===== config.mk =====
export PLATFORM = sky130hd
export DESIGN_NAME = encoder_period_rpm_meter_top
export DESIGN_NICKNAME = d
export VERILOG_FILES = /design/src/sv/epm_pkg.sv /design/src/sv/epm_front.sv /design/src/sv/epm_back.sv /design/src/sv/encoder_period_rpm_meter_top.sv
export SDC_FILE = /design/constraint.sdc
export NUM_CORES = 2
export LEC_CHECK = 0
export BUFFER_PORTS_ARGS = -buffer_cell sky130_fd_sc_hd__buf_2
export CAP_MARGIN = 20
export CORE_MARGIN = 2
export CORE_UTILIZATION = 58
export CTS_BUF_LIST = sky130_fd_sc_hd__clkbuf_8 sky130_fd_sc_hd__clkbuf_16
export DETAILED_ROUTE_END_ITERATION = 10
export PLACE_DENSITY = 0.81
export SYNTH_ARGS = -nofsm -noshare
export SYNTH_HDL_FRONTEND = slang
export SYNTH_HIERARCHICAL = 1
export SYNTH_SLANG_ARGS = --single-unit

===== constraint.sdc =====
create_clock -name clock -period 25.4 [get_ports clock]
set_clock_uncertainty 0.2 [all_clocks]
set_input_delay 0 -clock clock [delete_from_list [all_inputs] [get_ports clock]]
set_output_delay 0 -clock clock [all_outputs]
set_load 0.1 [all_outputs]

===== src/sv/epm_pkg.sv =====
// shared types and constants of the encoder period rpm meter
`default_nettype none

package epm_pkg;

   localparam int HISTORY_DEPTH = 14;
   localparam int IDX_W = (HISTORY_DEPTH > 1) ? $clog2(HISTORY_DEPTH) : 1;
   localparam int CNT_W = $clog2(HISTORY_DEPTH + 1);

   localparam int TIME_W = 32;
   localparam int WINDOW_W = 32;
   localparam int TICKS_W = 16;
   localparam int RPM_W = 16;

   localparam int SUM_W = TIME_W + CNT_W;
   localparam int SUM_LO_W = (SUM_W + 1) / 2;
   localparam int SUM_HI_W = SUM_W - SUM_LO_W;
   localparam int PLO_W = TICKS_W + SUM_LO_W;
   localparam int PHI_W = TICKS_W + SUM_HI_W;
   localparam int DEN_W = TICKS_W + SUM_W;

   localparam int US_PER_MINUTE = 60000000;
   localparam int MINUTE_W = 26;
   localparam int NUM_W = CNT_W + MINUTE_W;
   localparam int DSH_W = NUM_W + RPM_W - 1;
   localparam int STEP_W = $clog2(RPM_W);

   localparam logic [RPM_W-1:0] RPM_MAX = '1;
   localparam logic [WINDOW_W-1:0] WINDOW_RESET = 32'd300000;
   localparam logic [TICKS_W-1:0] TICKS_RESET = 16'd20;

   localparam int QUEUE_DEPTH = 2;
   localparam int QPTR_W = (QUEUE_DEPTH > 1) ? $clog2(QUEUE_DEPTH) : 1;
   localparam int QCNT_W = $clog2(QUEUE_DEPTH + 1);

   localparam int CSR_IDX_W = 1;

   typedef enum logic [CSR_IDX_W-1:0] {
      CSR_WINDOW_US     = 1'b0,
      CSR_TICKS_PER_REV = 1'b1
   } csr_index_type;

   typedef enum logic {
      CMD_EDGE  = 1'b0,
      CMD_QUERY = 1'b1
   } command_type;

   typedef struct packed {
      command_type       command;
      logic [TIME_W-1:0] time_us;
   } item_type;

   typedef struct packed {
      logic     valid;
      item_type item;
   } front_out_type;

   typedef enum logic [2:0] {
      ST_IDLE,
      ST_WALK,
      ST_MUL,
      ST_SUM,
      ST_PREP,
      ST_DIV,
      ST_DONE
   } back_state_type;

endpackage

`default_nettype wire


===== src/sv/epm_front.sv =====
// front end: accepts and classifies items into a short queue for the back end
`default_nettype none

module epm_front (
   input  wire logic                        clock,
   input  wire logic                        reset,
   input  wire logic                        req_push,
   input  wire logic                        req_command,
   input  wire logic [epm_pkg::TIME_W-1:0]  req_time_us,
   output logic                             req_full,
   output epm_pkg::front_out_type           front_out,
   input  wire logic                        item_take
);

   epm_pkg::item_type                 queue_ff [epm_pkg::QUEUE_DEPTH];
   logic [epm_pkg::QPTR_W-1:0]        wr_ptr_ff, wr_ptr_in;
   logic [epm_pkg::QPTR_W-1:0]        rd_ptr_ff, rd_ptr_in;
   logic [epm_pkg::QCNT_W-1:0]        count_ff, count_in;
   logic                              push_ok;
   logic                              pop_ok;
   epm_pkg::item_type                 new_item;

   assign req_full = (count_ff == epm_pkg::QCNT_W'(epm_pkg::QUEUE_DEPTH));
   assign push_ok  = req_push && !req_full;
   assign pop_ok   = item_take && (count_ff != '0);

   assign front_out.valid = (count_ff != '0);
   assign front_out.item  = queue_ff[rd_ptr_ff];

   always_comb begin
      new_item.command = req_command ? epm_pkg::CMD_QUERY : epm_pkg::CMD_EDGE;
      new_item.time_us = req_time_us;
      wr_ptr_in = wr_ptr_ff;
      rd_ptr_in = rd_ptr_ff;
      count_in  = count_ff;
      if (push_ok) begin
         wr_ptr_in = (wr_ptr_ff == epm_pkg::QPTR_W'(epm_pkg::QUEUE_DEPTH - 1)) ?
                     '0 : wr_ptr_ff + 1'b1;
      end
      if (pop_ok) begin
         rd_ptr_in = (rd_ptr_ff == epm_pkg::QPTR_W'(epm_pkg::QUEUE_DEPTH - 1)) ?
                     '0 : rd_ptr_ff + 1'b1;
      end
      if (push_ok && !pop_ok) begin
         count_in = count_ff + 1'b1;
      end else if (pop_ok && !push_ok) begin
         count_in = count_ff - 1'b1;
      end
   end

   always_ff @(posedge clock) begin
      if (reset) begin
         wr_ptr_ff <= '0;
         rd_ptr_ff <= '0;
         count_ff  <= '0;
      end else begin
         wr_ptr_ff <= wr_ptr_in;
         rd_ptr_ff <= rd_ptr_in;
         count_ff  <= count_in;
      end
   end

   always_ff @(posedge clock) begin
      if (push_ok) begin
         queue_ff[wr_ptr_ff] <= new_item;
      end
   end

endmodule

`default_nettype wire


===== src/sv/epm_back.sv =====
// back end: edge history, windowed walk, denominator build and serial divide
`default_nettype none

module epm_back (
   input  wire logic                           clock,
   input  wire logic                           reset,
   input  wire epm_pkg::front_out_type         front_out,
   output logic                                item_take,
   input  wire logic                           csr_write,
   input  wire logic [epm_pkg::CSR_IDX_W-1:0]  csr_index,
   input  wire logic [epm_pkg::WINDOW_W-1:0]   csr_data,
   output logic                                rsp_empty,
   input  wire logic                           rsp_pop,
   output logic [epm_pkg::RPM_W-1:0]           rsp_rpm
);

   localparam int DEPTH = epm_pkg::HISTORY_DEPTH;

   logic [epm_pkg::TIME_W-1:0]   interval_ff [DEPTH];
   logic [epm_pkg::TIME_W-1:0]   stamp_ff    [DEPTH];
   logic                         shift_en;

   epm_pkg::back_state_type      state_ff, state_in;
   logic [epm_pkg::TIME_W-1:0]   last_edge_ff, last_edge_in;
   logic [epm_pkg::CNT_W-1:0]    valid_count_ff, valid_count_in;
   logic [epm_pkg::WINDOW_W-1:0] window_ff, window_in;
   logic [epm_pkg::TICKS_W-1:0]  ticks_ff, ticks_in;
   logic [epm_pkg::TIME_W-1:0]   now_ff, now_in;
   logic [epm_pkg::CNT_W-1:0]    walk_ff, walk_in;
   logic [epm_pkg::SUM_W-1:0]    sum_ff, sum_in;
   logic [epm_pkg::PLO_W-1:0]    plo_ff, plo_in;
   logic [epm_pkg::PHI_W-1:0]    phi_ff, phi_in;
   logic [epm_pkg::DEN_W-1:0]    den_ff, den_in;
   logic [epm_pkg::NUM_W-1:0]    num_ff, num_in;
   logic [epm_pkg::NUM_W-1:0]    rem_ff, rem_in;
   logic [epm_pkg::DSH_W-1:0]    dsh_ff, dsh_in;
   logic [epm_pkg::RPM_W-1:0]    quo_ff, quo_in;
   logic [epm_pkg::STEP_W-1:0]   step_ff, step_in;
   logic [epm_pkg::RPM_W-1:0]    result_ff, result_in;
   logic                         out_valid_ff, out_valid_in;
   logic [epm_pkg::RPM_W-1:0]    out_rpm_ff, out_rpm_in;

   logic [epm_pkg::IDX_W-1:0]    rd_idx;
   logic [epm_pkg::TIME_W-1:0]   age;
   logic                         take_entry;
   logic                         div_ge;
   logic                         sat_ge;

   assign rsp_empty = !out_valid_ff;
   assign rsp_rpm   = out_rpm_ff;

   assign rd_idx = (walk_ff < epm_pkg::CNT_W'(DEPTH)) ? walk_ff[epm_pkg::IDX_W-1:0] : '0;
   assign age    = now_ff - stamp_ff[rd_idx];
   assign take_entry = (walk_ff < valid_count_ff) && (age < window_ff);
   assign div_ge = ({(epm_pkg::RPM_W-1)'(0), rem_ff} >= dsh_ff);
   // quotient of 65536 or more means saturation
   assign sat_ge = ({epm_pkg::RPM_W'(0), num_ff} >=
                    {den_ff[epm_pkg::NUM_W-1:0], epm_pkg::RPM_W'(0)});

   always_comb begin
      state_in       = state_ff;
      last_edge_in   = last_edge_ff;
      valid_count_in = valid_count_ff;
      window_in      = window_ff;
      ticks_in       = ticks_ff;
      now_in         = now_ff;
      walk_in        = walk_ff;
      sum_in         = sum_ff;
      plo_in         = plo_ff;
      phi_in         = phi_ff;
      den_in         = den_ff;
      num_in         = num_ff;
      rem_in         = rem_ff;
      dsh_in         = dsh_ff;
      quo_in         = quo_ff;
      step_in        = step_ff;
      result_in      = result_ff;
      out_valid_in   = out_valid_ff;
      out_rpm_in     = out_rpm_ff;
      item_take      = 1'b0;
      shift_en       = 1'b0;

      if (csr_write) begin
         case (csr_index)
            epm_pkg::CSR_WINDOW_US:     window_in = csr_data;
            epm_pkg::CSR_TICKS_PER_REV: ticks_in  = csr_data[epm_pkg::TICKS_W-1:0];
            default: ;
         endcase
      end

      if (rsp_pop && out_valid_ff) begin
         out_valid_in = 1'b0;
      end

      case (state_ff)
         epm_pkg::ST_IDLE: begin
            if (front_out.valid) begin
               item_take = 1'b1;
               if (front_out.item.command == epm_pkg::CMD_EDGE) begin
                  shift_en     = 1'b1;
                  last_edge_in = front_out.item.time_us;
                  if (valid_count_ff < epm_pkg::CNT_W'(DEPTH)) begin
                     valid_count_in = valid_count_ff + 1'b1;
                  end
               end else begin
                  now_in   = front_out.item.time_us;
                  walk_in  = '0;
                  sum_in   = '0;
                  state_in = epm_pkg::ST_WALK;
               end
            end
         end
         epm_pkg::ST_WALK: begin
            if (take_entry) begin
               sum_in  = sum_ff + epm_pkg::SUM_W'(interval_ff[rd_idx]);
               walk_in = walk_ff + 1'b1;
            end else begin
               state_in = epm_pkg::ST_MUL;
            end
         end
         epm_pkg::ST_MUL: begin
            // ticks times sum as two narrow partial products
            plo_in   = ticks_ff * sum_ff[epm_pkg::SUM_LO_W-1:0];
            phi_in   = ticks_ff * sum_ff[epm_pkg::SUM_W-1:epm_pkg::SUM_LO_W];
            state_in = epm_pkg::ST_SUM;
         end
         epm_pkg::ST_SUM: begin
            den_in   = epm_pkg::DEN_W'(plo_ff) +
                       (epm_pkg::DEN_W'(phi_ff) << epm_pkg::SUM_LO_W);
            num_in   = epm_pkg::NUM_W'(walk_ff) *
                       epm_pkg::NUM_W'(epm_pkg::US_PER_MINUTE);
            state_in = epm_pkg::ST_PREP;
         end
         epm_pkg::ST_PREP: begin
            if (walk_ff == '0) begin
               result_in = '0;
               state_in  = epm_pkg::ST_DONE;
            end else if (den_ff == '0) begin
               result_in = epm_pkg::RPM_MAX;
               state_in  = epm_pkg::ST_DONE;
            end else if (den_ff[epm_pkg::DEN_W-1:epm_pkg::NUM_W] != '0) begin
               // denominator beyond any numerator
               result_in = '0;
               state_in  = epm_pkg::ST_DONE;
            end else if (sat_ge) begin
               result_in = epm_pkg::RPM_MAX;
               state_in  = epm_pkg::ST_DONE;
            end else begin
               rem_in   = num_ff;
               dsh_in   = {den_ff[epm_pkg::NUM_W-1:0], (epm_pkg::RPM_W-1)'(0)};
               quo_in   = '0;
               step_in  = epm_pkg::STEP_W'(epm_pkg::RPM_W - 1);
               state_in = epm_pkg::ST_DIV;
            end
         end
         epm_pkg::ST_DIV: begin
            if (div_ge) begin
               rem_in = rem_ff - dsh_ff[epm_pkg::NUM_W-1:0];
            end
            quo_in = {quo_ff[epm_pkg::RPM_W-2:0], div_ge};
            dsh_in = dsh_ff >> 1;
            if (step_ff == '0) begin
               result_in = quo_in;
               state_in  = epm_pkg::ST_DONE;
            end else begin
               step_in = step_ff - 1'b1;
            end
         end
         epm_pkg::ST_DONE: begin
            if (!out_valid_ff || rsp_pop) begin
               out_valid_in = 1'b1;
               out_rpm_in   = result_ff;
               state_in     = epm_pkg::ST_IDLE;
            end
         end
         default: begin
            state_in = epm_pkg::ST_IDLE;
         end
      endcase
   end

   always_ff @(posedge clock) begin
      if (reset) begin
         state_ff       <= epm_pkg::ST_IDLE;
         last_edge_ff   <= '0;
         valid_count_ff <= '0;
         window_ff      <= epm_pkg::WINDOW_RESET;
         ticks_ff       <= epm_pkg::TICKS_RESET;
         out_valid_ff   <= 1'b0;
      end else begin
         state_ff       <= state_in;
         last_edge_ff   <= last_edge_in;
         valid_count_ff <= valid_count_in;
         window_ff      <= window_in;
         ticks_ff       <= ticks_in;
         out_valid_ff   <= out_valid_in;
      end
   end

   always_ff @(posedge clock) begin
      now_ff     <= now_in;
      walk_ff    <= walk_in;
      sum_ff     <= sum_in;
      plo_ff     <= plo_in;
      phi_ff     <= phi_in;
      den_ff     <= den_in;
      num_ff     <= num_in;
      rem_ff     <= rem_in;
      dsh_ff     <= dsh_in;
      quo_ff     <= quo_in;
      step_ff    <= step_in;
      result_ff  <= result_in;
      out_rpm_ff <= out_rpm_in;
   end

   // newest-first history, oldest entry drops off the end
   always_ff @(posedge clock) begin
      if (shift_en) begin
         for (int k = DEPTH - 1; k > 0; k--) begin
            interval_ff[k] <= interval_ff[k-1];
            stamp_ff[k]    <= stamp_ff[k-1];
         end
         interval_ff[0] <= front_out.item.time_us - last_edge_ff;
         stamp_ff[0]    <= front_out.item.time_us;
      end
   end

endmodule

`default_nettype wire


===== src/sv/encoder_period_rpm_meter_top.sv =====
// Encoder period rpm meter, top level.
//
// Input channel (req_push/req_full): each item is an encoder edge
// (req_command 0) or a speed query (req_command 1), stamped with
// req_time_us. A transfer happens when req_push is high and req_full low.
// Items enter a two-entry queue, so the front keeps taking items while the
// back end works or a result waits, until the queue is full.
// Result channel (rsp_empty/rsp_pop): one rsp_rpm per query, none per edge,
// in query order. A stalled result holds on rsp_rpm until popped; while it
// waits the back end finishes the next query and then holds it.
// Config channel (csr_valid/csr_ready): csr_ready is always high; index 0 is
// window_us, index 1 is ticks_per_rev. Write only while the block is idle.
// Flow: an edge enters the history from the back end's idle state. From its
// transfer in, a query passes the input queue, the history walk (one entry
// per cycle), the denominator states ST_MUL, ST_SUM and ST_PREP, the
// bit-serial divider when it runs, and ST_DONE, which loads the result
// register once no earlier result waits or it is being popped.
// Reset clears the queue, the history count, the pending result and
// returns both registers to their reset values; no clearing pass is needed.
`default_nettype none

module encoder_period_rpm_meter_top (
   input  wire logic                           clock,
   input  wire logic                           reset,
   input  wire logic                           req_push,
   output logic                                req_full,
   input  wire logic                           req_command,
   input  wire logic [epm_pkg::TIME_W-1:0]     req_time_us,
   output logic                                rsp_empty,
   input  wire logic                           rsp_pop,
   output logic [epm_pkg::RPM_W-1:0]           rsp_rpm,
   input  wire logic                           csr_valid,
   output logic                                csr_ready,
   input  wire logic [epm_pkg::CSR_IDX_W-1:0]  csr_index,
   input  wire logic [epm_pkg::WINDOW_W-1:0]   csr_data
);

   epm_pkg::front_out_type front_out;
   logic                   item_take;
   logic                   csr_write;

   assign csr_ready = 1'b1;
   assign csr_write = csr_valid && csr_ready;

   epm_front u_front (
      .clock       (clock),
      .reset       (reset),
      .req_push    (req_push),
      .req_command (req_command),
      .req_time_us (req_time_us),
      .req_full    (req_full),
      .front_out   (front_out),
      .item_take   (item_take)
   );

   epm_back u_back (
      .clock     (clock),
      .reset     (reset),
      .front_out (front_out),
      .item_take (item_take),
      .csr_write (csr_write),
      .csr_index (csr_index),
      .csr_data  (csr_data),
      .rsp_empty (rsp_empty),
      .rsp_pop   (rsp_pop),
      .rsp_rpm   (rsp_rpm)
   );

endmodule

`default_nettype wire


==> results.toml <==
[setup_path]
crit_path_max_fanout = 71
startpoint_type = "register"
crit_path_end_kind = "register"
cp.arrival_ps = 9270
r2r_setup_slack_ps = 16620
crit_type = "reg2reg"
cp_data_required_time_ps = 25890

[route]
route.detailed.drc = 0
vias = 56200
wl_per_cell_um = 22.1
vias_per_cell = 6.14
dr.first_iter.drc_count = 6291
firstDrtPassIters = 8
ant_nets = 0
wl_um = 202000

[timing]
fin_crit_sh_pct = 34.6
slew_headroom_pct = 24.5
finalHoldViolations = 0
rsz0062_at_grt = "false"
finalSetupTns_ps = 0
hold_slack_ps = 193
final.setup.worst_slack_ps = 16620
min_period_ps = 8780
max_freq_ghz = 0.114
slew_violations = 0
max_slew.worst_pin.slew_ps = 1130
setup_viol = 0

[grt]
grt.overflow.total = 0
grt_pass1_vias = 56300
grt_usage_pct = 28.1
grt_first_pass_wirelength_um = 315000
antenna_found_initial = 12
grt_max_degree = 173

[clock_network]
cts_made_buffers = 146
cts.sinks = 1395
clk_path_buf_depth = 3
cts_max_level = 4
cts_tree = "built"
post_cts_resized = 0
root_buffer = "clkbuf_16"
post_cts_buffers = 0
clk_latency_ps = 790
cts.clk_slew.worst_paths_ps = 60

[layout]
final_nets = 8092
multiInputGateArea_mm2 = 0.0367
area_growth_syn_to_layout_pct = 10.9
final_util_pct = 64.8
fillers = 10100
drive_gt1_share_pct = 8.65
seqCellArea_mm2 = 0.0410

[floorplan]
fp-row-count = 137
fp.dieW_um = 379
dieHeight_um = 379
fp.coreArea_mm2 = 0.140
start_util_pct = 58.5
ios = 90
dieArea_mm2 = 0.144

[synth]
synth_edf_count = 1302
ys_seq_elements = 1395
yosysSeqAreaShare_pct = 50.2
ys.warnings.count = 6
yosysMostFrequentCell = "edfxtp_1"
synth_nets = 7949
netlist.area_leader.share_pct = 47.9
async_flop_share_pct = 0
synth_area_mm2 = 0.0816
syn_inst = 7003
synth.distinct_cells = 84
synth_flop_cell = "edfxtp_1"
synthTopCellsByArea = "edfxtp_1 48%, fa_1 11%, ha_1 6.5%"
ys_top_cells_by_count = "1302 x edfxtp_1, 907 x nand2_1, 699 x inv_1, 483 x a21oi_1, 452 x fa_1"
syn_avg_cell_area_um2 = 11.6
yosys.area.top_type = "edfxtp_1"

[outcome]
outcome = "finished clean"

[min_path]
hp-class = "reg2reg"

[place]
gp_congestion = 0.887
pre_cts_ws_ps = 16340
dpl.hpwl_um = 131000
io_buffers = 88

[job]
maxCapViolations = 0
[worst paths after layout]
check | depth (start not counted) | to | startpoint
setup reg to reg | 25 | u_back/state_ff[1] | u_back/walk_ff[3]
hold / removal | 0 | u_back/den_ff[2] | u_back/plo_ff[2]
setup / recovery | 25 | u_back/state_ff[1] | u_back/walk_ff[3]
hold reg to reg | 0 | u_back/den_ff[2] | u_back/plo_ff[2]
[layer usage]
layer	global-route usage (%)	vias to the layer above	share of wire, %
met5	0	-	0.040
met4	10.6	12	3.8
met3	5.87	493	10
met2	44.1	2892	46
met1	38.7	27800	40
li1	-	24900	-
[cell families after synthesis]
logic type               count (synthesis)  synth area share (%)
AO/OA/AOI/OAI                         1424                  11.1
other                                    1               0.00460
adder cells (fa/ha/maj)                875                  17.6
AND/OR/NAND/NOR                       1714                  9.70
XOR/XNOR                               211                  2.27
multiplexers                           325                  4.27
flip-flops                            1395                  50.2
buffers and inverters                 1058                  4.91
[final cells by class]
| type | count | area share [%] |
|---|---|---|
| Antenna cell | 2 | 0.00553 |
| Clock buffer | 151 | 4.14 |
| Clock inverter | 115 | 1.12 |
| Inverter | 700 | 2.92 |
| Multi-Input combinational cell | 4550 | 40.6 |
| Sequential cell | 1395 | 45.3 |
| Tap cell | 1876 | 2.60 |
| Timing Repair Buffer | 353 | 3.34 |
[timing repair]
action	in CTS	in global routing
endpoints found under the setup margin	0	0
hold endpoints to repair	223	0
hold buffers	181	0
[critical path, cell delays in order (launching register included)]
cell and delay, ps:
edfxtp_1 450, ha_4 700, buf_4 790, buf_4 810, a21oi_4 420, nand3_1 170
a31oi_1 160, fa_1 500, a21oi_1 210, o21ai_0 240, a311o_1 470, nand4_1 220
a21oi_1 150, o41ai_1 690, o2111ai_1 210, a21oi_1 200, xnor2_1 140, ha_1 270
a21o_1 170, a221oi_1 270, or2_2 160, o31a_1 110, o21ai_0 180, o21ai_0 150
mux2_2 350, nor2_1 80
[through the flow]
stage                     instance area [um2]  std cells
final                                   90400       9142
after global placement                  83700       8687
after CTS                               90300       9135
after global routing                    90400       9140
after detailed placement                83700       8688
after floorplan                         81600       7003
[layout by cell type (no fill, tap or decap), types with 36 or more instances in the layout]
master | synthesis | routed
edfxtp_1 | 1302 | 1302
nand2_1 | 907 | 905
inv_1 | 699 | 722
a21oi_1 | 483 | 481
fa_1 | 452 | 452
ha_1 | 423 | 422
o21ai_0 | 299 | 299
and2_1 | 230 | 228
dlygate4sd3_1 | 0 | 181
mux2_2 | 181 | 181
nor2_1 | 178 | 175
clkbuf_16 | 0 | 148
xnor2_1 | 145 | 145
mux2i_1 | 144 | 144
a211oi_1 | 121 | 121
nor2b_1 | 103 | 102
a21o_1 | 93 | 93
dfxtp_1 | 93 | 91
buf_2 | 24 | 87
buf_4 | 1 | 75
nand3_1 | 74 | 74
xor2_1 | 66 | 66
o22ai_1 | 59 | 59
a31oi_1 | 50 | 50
nor3_1 | 45 | 42
nand2b_1 | 39 | 38
a22o_1 | 37 | 37
and3_1 | 36 | 36
a222oi_1 | 36 | 36
[sequential cells by signal (all words and copies together), names as in the netlist, 3 cells and up, named ones only]
signal,count
u_back/den_ff,52
u_back/dsh_ff,45
u_back/interval_ff,448
u_back/last_edge_ff,32
u_back/now_ff,32
u_back/num_ff,22
u_back/phi_ff,34
u_back/plo_ff,34
u_back/quo_ff,15
u_back/rem_ff,30
u_back/result_ff,16
u_back/rsp_rpm,16
u_back/stamp_ff,448
u_back/state_ff,3
u_back/step_ff,4
u_back/sum_ff,36
u_back/ticks_ff,16
u_back/valid_count_ff,4
u_back/walk_ff,4
u_back/window_ff,32
u_front/queue_ff,66
Power is not shown: default switching activity piles up to over one toggle a cycle in this logic, so the estimate is an artifact.
